**src/hdl/wfc_pkg.sv**
```systemverilog
// shared constants, types and codes of the windowed fault classifier
// used by every module of the block; depends on nothing else
`timescale 1ns / 1ps
`default_nettype none

package wfc_pkg;

   // window depth and derived widths
   localparam int WINDOW   = 16;
   localparam int IDX_W    = $clog2(WINDOW);
   localparam int CNT_W    = $clog2(WINDOW + 1);
   localparam int LOG_W    = $clog2(WINDOW) + 1;
   localparam int SAMPLE_W = 16;
   localparam int ENTRY_W  = 3 * SAMPLE_W;
   localparam int SUM_W    = 17 + LOG_W;   // signed sums of samples and steps
   localparam int SQ_W     = 33 + LOG_W;   // sums of squares
   localparam int XSUM_W   = 34 + LOG_W;   // signed sum of step cross products
   localparam int SP_W     = SQ_W + LOG_W; // spreads and |c|
   localparam int A_W      = 32 + SP_W;    // serial multiplier operand a
   localparam int B_W      = SP_W;         // serial multiplier operand b
   localparam int P_W      = A_W + B_W;    // serial multiplier product

   // fault classes
   localparam logic [2:0] FC_NONE  = 3'd0;
   localparam logic [2:0] FC_STUCK = 3'd1;
   localparam logic [2:0] FC_LOSS  = 3'd2;
   localparam logic [2:0] FC_BIAS  = 3'd3;
   localparam logic [2:0] FC_NOISE = 3'd4;

   // register indexes
   localparam logic [2:0] CSR_RESIDUAL_LIMIT    = 3'd0;
   localparam logic [2:0] CSR_MOTION_LIMIT      = 3'd1;
   localparam logic [2:0] CSR_CORRELATION_LIMIT = 3'd2;
   localparam logic [2:0] CSR_BIAS_RATIO        = 3'd3;

   typedef struct packed {
      logic               we;
      logic [IDX_W-1:0]   waddr;
      logic [ENTRY_W-1:0] wdata;
      logic               re;
      logic [IDX_W-1:0]   raddr;
   } ram_ctl_type;

   typedef struct packed {
      logic           start;
      logic [A_W-1:0] a;
      logic [B_W-1:0] b;
   } mul_req_type;

   typedef struct packed {
      logic           busy;
      logic           done;
      logic [P_W-1:0] p;
   } mul_rsp_type;

endpackage

`default_nettype wire

```
**src/hdl/wfc_ring_ram.sv**
```systemverilog
// sample ring memory: one write port, one registered read port
// depends on wfc_pkg for depth, entry width and the control struct
`timescale 1ns / 1ps
`default_nettype none

module wfc_ring_ram (
   input  wire logic                         clock,
   input  wire wfc_pkg::ram_ctl_type         ctl,
   output logic [wfc_pkg::ENTRY_W-1:0]       rdata
);

   logic [wfc_pkg::ENTRY_W-1:0] mem [wfc_pkg::WINDOW];
   logic [wfc_pkg::ENTRY_W-1:0] rdata_ff;

   always_ff @(posedge clock) begin
      if (ctl.we) begin
         mem[ctl.waddr] <= ctl.wdata;
      end
      if (ctl.re) begin
         rdata_ff <= mem[ctl.raddr];
      end
   end

   assign rdata = rdata_ff;

endmodule

`default_nettype wire

```
**config.mk**
```make
export PLATFORM = sky130hd
export DESIGN_NAME = wfc_ring_ram
export DESIGN_NICKNAME = d
export VERILOG_FILES = /design/src/hdl/wfc_pkg.sv /design/src/hdl/wfc_ring_ram.sv
export SDC_FILE = /design/constraint.sdc
export NUM_CORES = 1
export LEC_CHECK = 0
export BUFFER_PORTS_ARGS = -buffer_cell sky130_fd_sc_hd__buf_2
export CORE_UTILIZATION = 60
export DETAILED_ROUTE_END_ITERATION = 10
export GPL_ROUTABILITY_DRIVEN = 0
export PLACE_DENSITY = 0.78
export RECOVER_POWER = 100
export SYNTH_ARGS = -nofsm -noshare
export SYNTH_HDL_FRONTEND = slang
export SYNTH_SLANG_ARGS = --single-unit
```
**constraint.sdc**
```tcl
create_clock -name clock -period 6.9 [get_ports clock]
set_input_delay 0.345 -clock clock [delete_from_list [all_inputs] [get_ports clock]]
set_output_delay 0.345 -clock clock [all_outputs]
set_load 0.01 [all_outputs]
```
==> results.toml <==
[run_status]
outcome = "complete, but fails checks"
violations = "max-capacitance violations, max-slew violations"

[cts]
clk_latency_ns = 0.62
tritoncts = "built"
clk_path_buf_depth = 3
cts_inserted_buffers = 77
root_buffer = "clkbuf_16"
cts_hold_buffers = 0
path_clk_slew_ns = 0.06
htree_levels = 3
clock-sinks = 816
post_cts_resized = 0
cts_setup_buffers = 0

[die]
core_mm2 = 0.0493
initial_core_util_pct = 61.3
dieArea_mm2 = 0.0512
die_h_um = 226
rows = 81
io_pins = 107
chipWidth_um = 226

[worst_setup_path]
crit_buf_inv = 2
cp-startpoint = "ctl[0]"
r2r_start = "mem[11][1]"
start_kind = "primary input"
crit_slowest_cell = "clkbuf_2"
path_delay_family = "buffers and inverters"
r2r_end = "rdata[1]"
cp.depth = 5
slowest_delay_ns = 2.22
path_class = "in2reg"
path_cells = "clkbuf_2 > buf_4 > mux4_2 > a22oi_1 > nand2_1"
ff2ff_path_depth = 3
reg2reg_slack_ns = 5.39
required_ns = 7.25
endpoint_kind = "flip-flop"
worstPathArrival_ns = 4.51
worstPathMaxFanout = 79

[logic_synthesis]
synth_fp_nets = 1301
syn_area_mm2 = 0.0302
synth_top_cells_by_area = "edfxtp_1, mux4_2, a22oi_1"
synth_ff_type = "edfxtp_1"
async_flop_share_pct = 0
yosys_warnings = 0
synth.most_common_cell = "edfxtp_1"
syn_avg_cell_area_um2 = 24.3
yosysSeqAreaShare_pct = 81.2
synth.top_cell.area_share_pct = 81.2
synth_common_cells = "edfxtp_1, mux4_2, a22oi_1"
synth_top_cell_by_area = "edfxtp_1"
ys_ff_latch = 816
synth_edf_count = 816
synth_cell_type_count = 16
postSynthCellCount = 1242

[routing]
first_pass_iters = 5
wl_per_cell_um = 30.5
viasPerCell = 6.53
antenna_left = 0
dr_total_vias = 13800
first_iter_violations = 1668
postRouteWirelength_um = 64500
drc = 0

[sta]
drv_slew = 912
rsz0062_at_grt = "false"
fmax_mhz = 241
setup_viol = 0
final_hold_viol_count = 0
finalSetupTns_ns = 0
slew_headroom_pct = -200
hold_slack_ns = 0.214
fin_crit_sh_pct = 60.2
tightest_slew_ns = 4.50
fin_crit_ns = 4.16
finClkSkew_ns = 0.0113

[pwr]
p_leak_uw = 0.0105
ir_drop_mv = 0.181
power_density_mw_per_mm2 = 302

[global_routing]
grt_max_degree = 80
overflow = 0
first_global_vias = 14200
track_usage_pct = 26.2
grt_antenna_before_repair = 5
grt_pass1_wl_um = 93500

[cells_and_area]
finish.instance_area_mm2 = 0.0338
drive_gt1_share_pct = 22.4
syn_to_final_growth_pct = 12.0
finalNetCount = 1448
utilization_pct = 68.6

[min_path]
hold_path.class = "in2reg"
hold_depth = 1
holdCritStartpoint = "ctl[48]"
min_to = "mem[2][43]"

[job]
cap_violations = 18

[place]
port_buffers = 106
dpl.hpwl_um = 26800
place_area_mm2 = 0.0316
==> cell type report <==
class                   count  area [um^2]
repair buffers            131          548
multi-input cells         363         5460
well taps                 664          831
flip-flops and latches    816        24500
clock buffers             104         2110
diodes                      1         2.50
clock inverters            36          332
fillers                  2957        15500
==> logic make-up after synthesis <==
family | count (synthesis) | synth area share [%]
flip-flops | 816 | 81.2
multiplexers | 192 | 14.3
buffers and inverters | 63 | 1.04
AND/OR/NAND/NOR | 75 | 1.04
AO/OA/AOI/OAI | 96 | 2.39
==> report_power, final <==
part	internal, uW	switching (uW)	leakage [uW]
logic	177	280	0.00187
registers	5600	39.2	0.00742
clock network	2350	1760	0.00118
==> cells in the final DEF (no fill, tap or decap), types with 2 or more instances in the layout <==
| master | n |
|---|---|
| nor3_1 | 4 |
| nor2_4 | 12 |
| clkbuf_1 | 140 |
| clkbuf_16 | 81 |
| buf_2 | 4 |
| nand2b_1 | 2 |
| clkinv_2 | 8 |
| inv_6 | 2 |
| clkinv_1 | 14 |
| bufinv_16 | 5 |
| mux4_2 | 192 |
| nand2_1 | 49 |
| buf_4 | 7 |
| clkinv_8 | 2 |
| clkinvlp_4 | 4 |
| nor2b_4 | 2 |
| nand3b_1 | 2 |
| a22oi_1 | 96 |
| edfxtp_1 | 816 |
==> state kept, by name (all words and copies together) (netlist names) <==
| register | flops |
|---|---|
| rdata | 48 |
| mem | 768 |
==> through the flow <==
step                setup slack [ns]  total power (uW)  cells
floorplan                       2.25              5990   1242
global placement                3.81              6170   1974
detailed placement              3.72              6190   1974
CTS                             4.36             10300   2114
global route                    2.13             10500   2114
finish                          2.74             10200   2115
==> worst reg2reg max path: stages, from the launching register on <==
cell      delay, ns
edfxtp_1       0.42
mux4_2         0.53
a22oi_1        0.24
nand2_1        0.07
==> how the worst max path moves through the flow <==
stage	slack [ns]	end
floorplan	2.25	mem[0][0]
global placement	3.81	rdata[13]
detailed placement	3.72	rdata[13]
CTS	4.36	rdata[13]
global route	2.13	rdata[12]
finish	2.74	rdata[13]
==> routing by layer <==
| metal | vias to the layer above | wire length [um] | share of wire, % | global-route usage (%) |
|---|---|---|---|---|
| met5 | - | 56 | 0.087 | 0 |
| met4 | 8 | 1490 | 2.3 | 7.82 |
| met3 | 117 | 5480 | 8.5 | 4.61 |
| met2 | 721 | 33100 | 51 | 43.4 |
| met1 | 7325 | 24400 | 38 | 36.4 |
| li1 | 5642 | - | - | - |
Power figures use the tool's default switching activity.
