### config.mk
export PLATFORM = sky130hd
export DESIGN_NAME = wfc_serial_mul
export DESIGN_NICKNAME = d
export VERILOG_FILES = /design/src/hdl/wfc_pkg.sv /design/src/hdl/wfc_serial_mul.sv
export SDC_FILE = /design/constraint.sdc
export NUM_CORES = 1
export LEC_CHECK = 0
export ABC_AREA = 1
export CORE_ASPECT_RATIO = 1.25
export CORE_MARGIN = 10
export CORE_UTILIZATION = 55
export CTS_BUF_LIST = sky130_fd_sc_hd__clkbuf_2 sky130_fd_sc_hd__clkbuf_4 sky130_fd_sc_hd__clkbuf_8
export CTS_CLUSTER_SIZE = 10
export DETAILED_ROUTE_END_ITERATION = 7
export DONT_BUFFER_PORTS = 1
export PLACE_DENSITY = 0.74
export SLEW_MARGIN = 20
export SYNTH_ARGS = -nofsm -noshare
export SYNTH_HDL_FRONTEND = slang
export SYNTH_SLANG_ARGS = --single-unit
### constraint.sdc
create_clock -name clock -period 5.4 [get_ports clock]
set_clock_uncertainty 0.05 [all_clocks]
set_input_delay 0.54 -clock clock [delete_from_list [all_inputs] [get_ports clock]]
set_output_delay 0.54 -clock clock [all_outputs]
set_load 0.005 [all_outputs]
### src/hdl/wfc_pkg.sv
// shared constants, types and codes of the windowed fault classifier
// used by every module of the block; depends on nothing else
`timescale 1ns / 1ps
`default_nettype none

package wfc_pkg;

   // window depth and derived widths
   localparam int WINDOW   = 16;
   localparam int IDX_W    = $clog2(WINDOW);
   localparam int CNT_W    = $clog2(WINDOW + 1);
   localparam int LOG_W    = $clog2(WINDOW) + 1;
   localparam int SAMPLE_W = 16;
   localparam int ENTRY_W  = 3 * SAMPLE_W;
   localparam int SUM_W    = 17 + LOG_W;   // signed sums of samples and steps
   localparam int SQ_W     = 33 + LOG_W;   // sums of squares
   localparam int XSUM_W   = 34 + LOG_W;   // signed sum of step cross products
   localparam int SP_W     = SQ_W + LOG_W; // spreads and |c|
   localparam int A_W      = 32 + SP_W;    // serial multiplier operand a
   localparam int B_W      = SP_W;         // serial multiplier operand b
   localparam int P_W      = A_W + B_W;    // serial multiplier product

   // fault classes
   localparam logic [2:0] FC_NONE  = 3'd0;
   localparam logic [2:0] FC_STUCK = 3'd1;
   localparam logic [2:0] FC_LOSS  = 3'd2;
   localparam logic [2:0] FC_BIAS  = 3'd3;
   localparam logic [2:0] FC_NOISE = 3'd4;

   // register indexes
   localparam logic [2:0] CSR_RESIDUAL_LIMIT    = 3'd0;
   localparam logic [2:0] CSR_MOTION_LIMIT      = 3'd1;
   localparam logic [2:0] CSR_CORRELATION_LIMIT = 3'd2;
   localparam logic [2:0] CSR_BIAS_RATIO        = 3'd3;

   typedef struct packed {
      logic               we;
      logic [IDX_W-1:0]   waddr;
      logic [ENTRY_W-1:0] wdata;
      logic               re;
      logic [IDX_W-1:0]   raddr;
   } ram_ctl_type;

   typedef struct packed {
      logic           start;
      logic [A_W-1:0] a;
      logic [B_W-1:0] b;
   } mul_req_type;

   typedef struct packed {
      logic           busy;
      logic           done;
      logic [P_W-1:0] p;
   } mul_rsp_type;

endpackage

`default_nettype wire

### src/hdl/wfc_serial_mul.sv
// shift-add multiplier, one bit of b per cycle, stops when b runs out
// depends on wfc_pkg for operand widths and request/response structs
`timescale 1ns / 1ps
`default_nettype none

module wfc_serial_mul (
   input  wire logic                 clock,
   input  wire logic                 reset,
   input  wire wfc_pkg::mul_req_type req,
   output wfc_pkg::mul_rsp_type      rsp
);

   logic                      run_ff, run_in;
   logic [wfc_pkg::P_W-1:0]   acc_ff, acc_in;
   logic [wfc_pkg::P_W-1:0]   a_ff, a_in;
   logic [wfc_pkg::B_W-1:0]   b_ff, b_in;

   always_comb begin
      run_in = run_ff;
      acc_in = acc_ff;
      a_in   = a_ff;
      b_in   = b_ff;
      if (req.start) begin
         run_in = 1'b1;
         acc_in = '0;
         a_in   = wfc_pkg::P_W'(req.a);
         b_in   = req.b;
      end else if (run_ff) begin
         if (b_ff == '0) begin
            run_in = 1'b0;
         end else begin
            if (b_ff[0]) begin
               acc_in = acc_ff + a_ff;
            end
            a_in = a_ff << 1;
            b_in = b_ff >> 1;
         end
      end
   end

   always_ff @(posedge clock) begin
      if (reset) begin
         run_ff <= 1'b0;
      end else begin
         run_ff <= run_in;
      end
   end

   always_ff @(posedge clock) begin
      acc_ff <= acc_in;
      a_ff   <= a_in;
      b_ff   <= b_in;
   end

   assign rsp.busy = run_ff;
   assign rsp.done = run_ff && (b_ff == '0);
   assign rsp.p    = acc_ff;

endmodule

`default_nettype wire

==> run summary <==
Tot GR Track Use = 32.7%
H-Tree Depth = 2
Internal cell power = 4.04 mW
Max Buffers Root-to-Sink = 3
CP Cell Sequence = inv_1 > nand4_1 > nor4_1 > nand2_1 > nand2_2 > buf_4 > nand2_4 > buf_4
Crit share post-route = 60.2%
CTS tree = yes
Die height = 253 microns
Core Box Area = 43,100 sq um
Reg power frac = 41.3%
Final Setup Violations = 0
Clk network pwr share = 33.2%
Crit path depth = 8
Dominant cell type by area after synthesis = nand2_1
GP Congestion = 1.05
Worst Path Buf+Inv = 3
Nets = 4,360
Psw = 2.25 mW
RSZ-0062 raised after global routing = no
Crit-path max FO = 72
Post-Syn Instances = 4,129
Syn Nets = 4,368
Slowest stage delay, CP = 0.60 ns
Worst slew margin = 29.0%
Worst Hold Class = input port to flip-flop
Synthesized area per cell = 5.81 sq um
Crit path capture type = flip-flop
Via Count = 23,800
Post-synthesis adder-cell area fraction = 6.19%
Post-synth EDFFs = 118
Crit path required time = 5.69 ns
TritonCTS buffer count = 46
Yosys warning total = 0
Pre-antenna DRT Iters = 6
Tmin final = 3.25 ns
Type of element launching the critical path = flip-flop
Asr flop ratio synth = 0%
I/O pin count = 241
Vias in the first global route = 22,600
Worst slew pin tran = 1.06 ns
Setup crit start = b_ff[35]
Worst r2r path cells = 8
Antenna viol nets, final = 0
Critical path class = flip-flop to flip-flop
Total Neg Setup Slack = 0 ns
Global-route wire length before repair = 130,000 microns
Root buf cell = clkbuf_8
Reg2Reg Launch Point = b_ff[35]
Die W = 207 microns
CP endpoint = b_ff[32]
Fin cells = 4,725
Reg clk slew, reported paths = 0.07 ns
Worst EP arrival = 3.54 ns
Largest family of logic cells by synthesized area = simple AND/OR/NAND/NOR gates
Area grow syn2layout = 6.58%
Worst VDD drop = 0.261 mV
Post-Synth XOR/XNOR Area = 2.23%
Most frequent cell on the critical path = buf_4
Most frequent cells in the layout = 1,643 x nand2_1, 929 x inv_1, 351 x nor2_1
Library cells used by synthesis = 40
CTS Sinks = 280
Layout cells sized above 1 = 6.30%
Post-Synth Simple-Gate Area = 39.0%
Largest net degree at the start of global routing = 221
Worst-skew pair later-pin latency = 0.68 ns
Starting DRC count in detailed routing = 1,812
Hpwl dp = 71,900 microns
Crit path max-delay family = simple AND/OR/NAND/NOR gates
Mapped cell area = 24,000 sq um
DRC viols = 0
Starting Density = 55.6%
Layout fillers = 4,406
Input/output buffers = 0
Postcts setup bufs = 0
#FFs+latches synth = 280
Synth top area share = 25.7%
Max Slew Vio Count = 0
Initial antenna violation count = 1
Multi-input gate area = 13,200 sq um
Mux share of post-synthesis cell area = 0%
Remaining Overflow, GRT = 0
Final wirelength = 87,400 microns
Vias per inst = 5.04
Post-synthesis sequential area ratio = 28.3%
Most common cell after layout, fill and taps aside = nand2_1
Row count = 85
Cell count of the worst hold path = 2
Die Area = 52,400 sq um
Capturing point of the worst reg2reg path = b_ff[32]
Leak = 14.4 nW
Fin. Hold Viols = 0
Outcome = finished, final reports clean
Register area = 6790 sq um
Detailed-route wire length per cell = 18.5 microns
Pwr Density = 246 nW/um^2
Switching Share = 35.8%
Placed Cells = 4,625
Max stage delay cell, worst path = nand2_4
Compound-cell area share of the yosys netlist = 7.58%
FMAX = 0.308 GHz
Reg-to-reg slack, setup = 2.15 ns
Comb pwr share = 25.5%
Dominant cells by area after synthesis = nand2_1 26%, edfxtp_1 15%, inv_1 15%
Main synth FF type = dfxtp_1
Max-Cap Viols = 0
## final cells by class
type	instances	share of cell area [%]
Antenna cell	1	0.00980
Clock buffer	62	3.10
Clock inverter	24	0.906
Inverter	971	14.3
Multi-Input combinational cell	2801	51.6
Sequential cell	280	26.6
Tap cell	565	2.77
Timing Repair Buffer	21	0.744
## how the worst min path moves through the flow
stage	end	slack [ns]	startpoint
floorplan	a_ff[75]	0.43	a_ff[75]
global placement	a_ff[115]	0.44	a_ff[115]
detailed placement	a_ff[117]	0.45	a_ff[117]
CTS	b_ff[34]	0.0006	req[34]
global route	a_ff[72]	0.01	req[118]
finish	a_ff[7]	0.01	req[50]
## per-stage QoR
stage	power, mW	area [sq um]	setup slack [ns]	utilization [%]	hold WS (ns)
6_report	6.29	25500	2.15	59.3	0.0145
5_1_grt	6.61	25500	1.87	59.3	0.0122
4_1_cts	6.31	25500	2.09	59.3	0.000635
3_5_place_dp	4.21	24400	2.10	56.6	0.446
3_3_place_gp	4.20	24400	2.19	56.6	0.438
2_1_floorplan	3.74	24000	0.969	-	0.426
## synthesized netlist by cell type (all sizes together), types with 14 or more instances
| library cell | instances |
|---|---|
| a21oi | 174 |
| buf | 28 |
| clkbuf | 49 |
| dfxtp | 162 |
| edfxtp | 118 |
| ha | 117 |
| inv | 969 |
| nand2 | 1659 |
| nand3 | 136 |
| nand4 | 26 |
| nor2 | 411 |
| nor3 | 28 |
| o211ai | 14 |
| o21ai | 142 |
| xnor2 | 20 |
| xor2 | 41 |
## power groups by stage
stage	Sequential, mW	Combinational (mW)	Clock (mW)
floorplan	2.57	1.17	0
global placement	2.64	1.55	0
detailed placement	2.64	1.57	0
CTS	2.60	1.59	2.11
global route	2.62	1.79	2.20
finish	2.60	1.60	2.09
## logic make-up after synthesis
kind of cell,Yosys count
xor gates and xnor gates,61
and+or+nand+nor,2284
adders and majority gates,118
AOI/OAI and AO/OA,338
DFF,280
buffers and inverters,1048
## repair_timing
action	CTS	global route
endpoints found under the hold margin	19	0
hold buffers	13	0
resized for setup	0	0
endpoints found under the setup margin	0	0
## registers in the layout, indices dropped and copies added, names as in the netlist
register / count
a_ff: 118
b_ff: 43
acc_ff: 118
run_ff: 1
## routing by layer
metal,GRT usage (%),vias to the layer above,share of wire (%)
met4,20.3,0,7.0
li1,-,12300,-
met5,0,-,0
met1,36.6,10600,38
met2,56.7,771,49
met3,5.27,203,6.4
No activity file was read; power rests on OpenSTA's default activity.
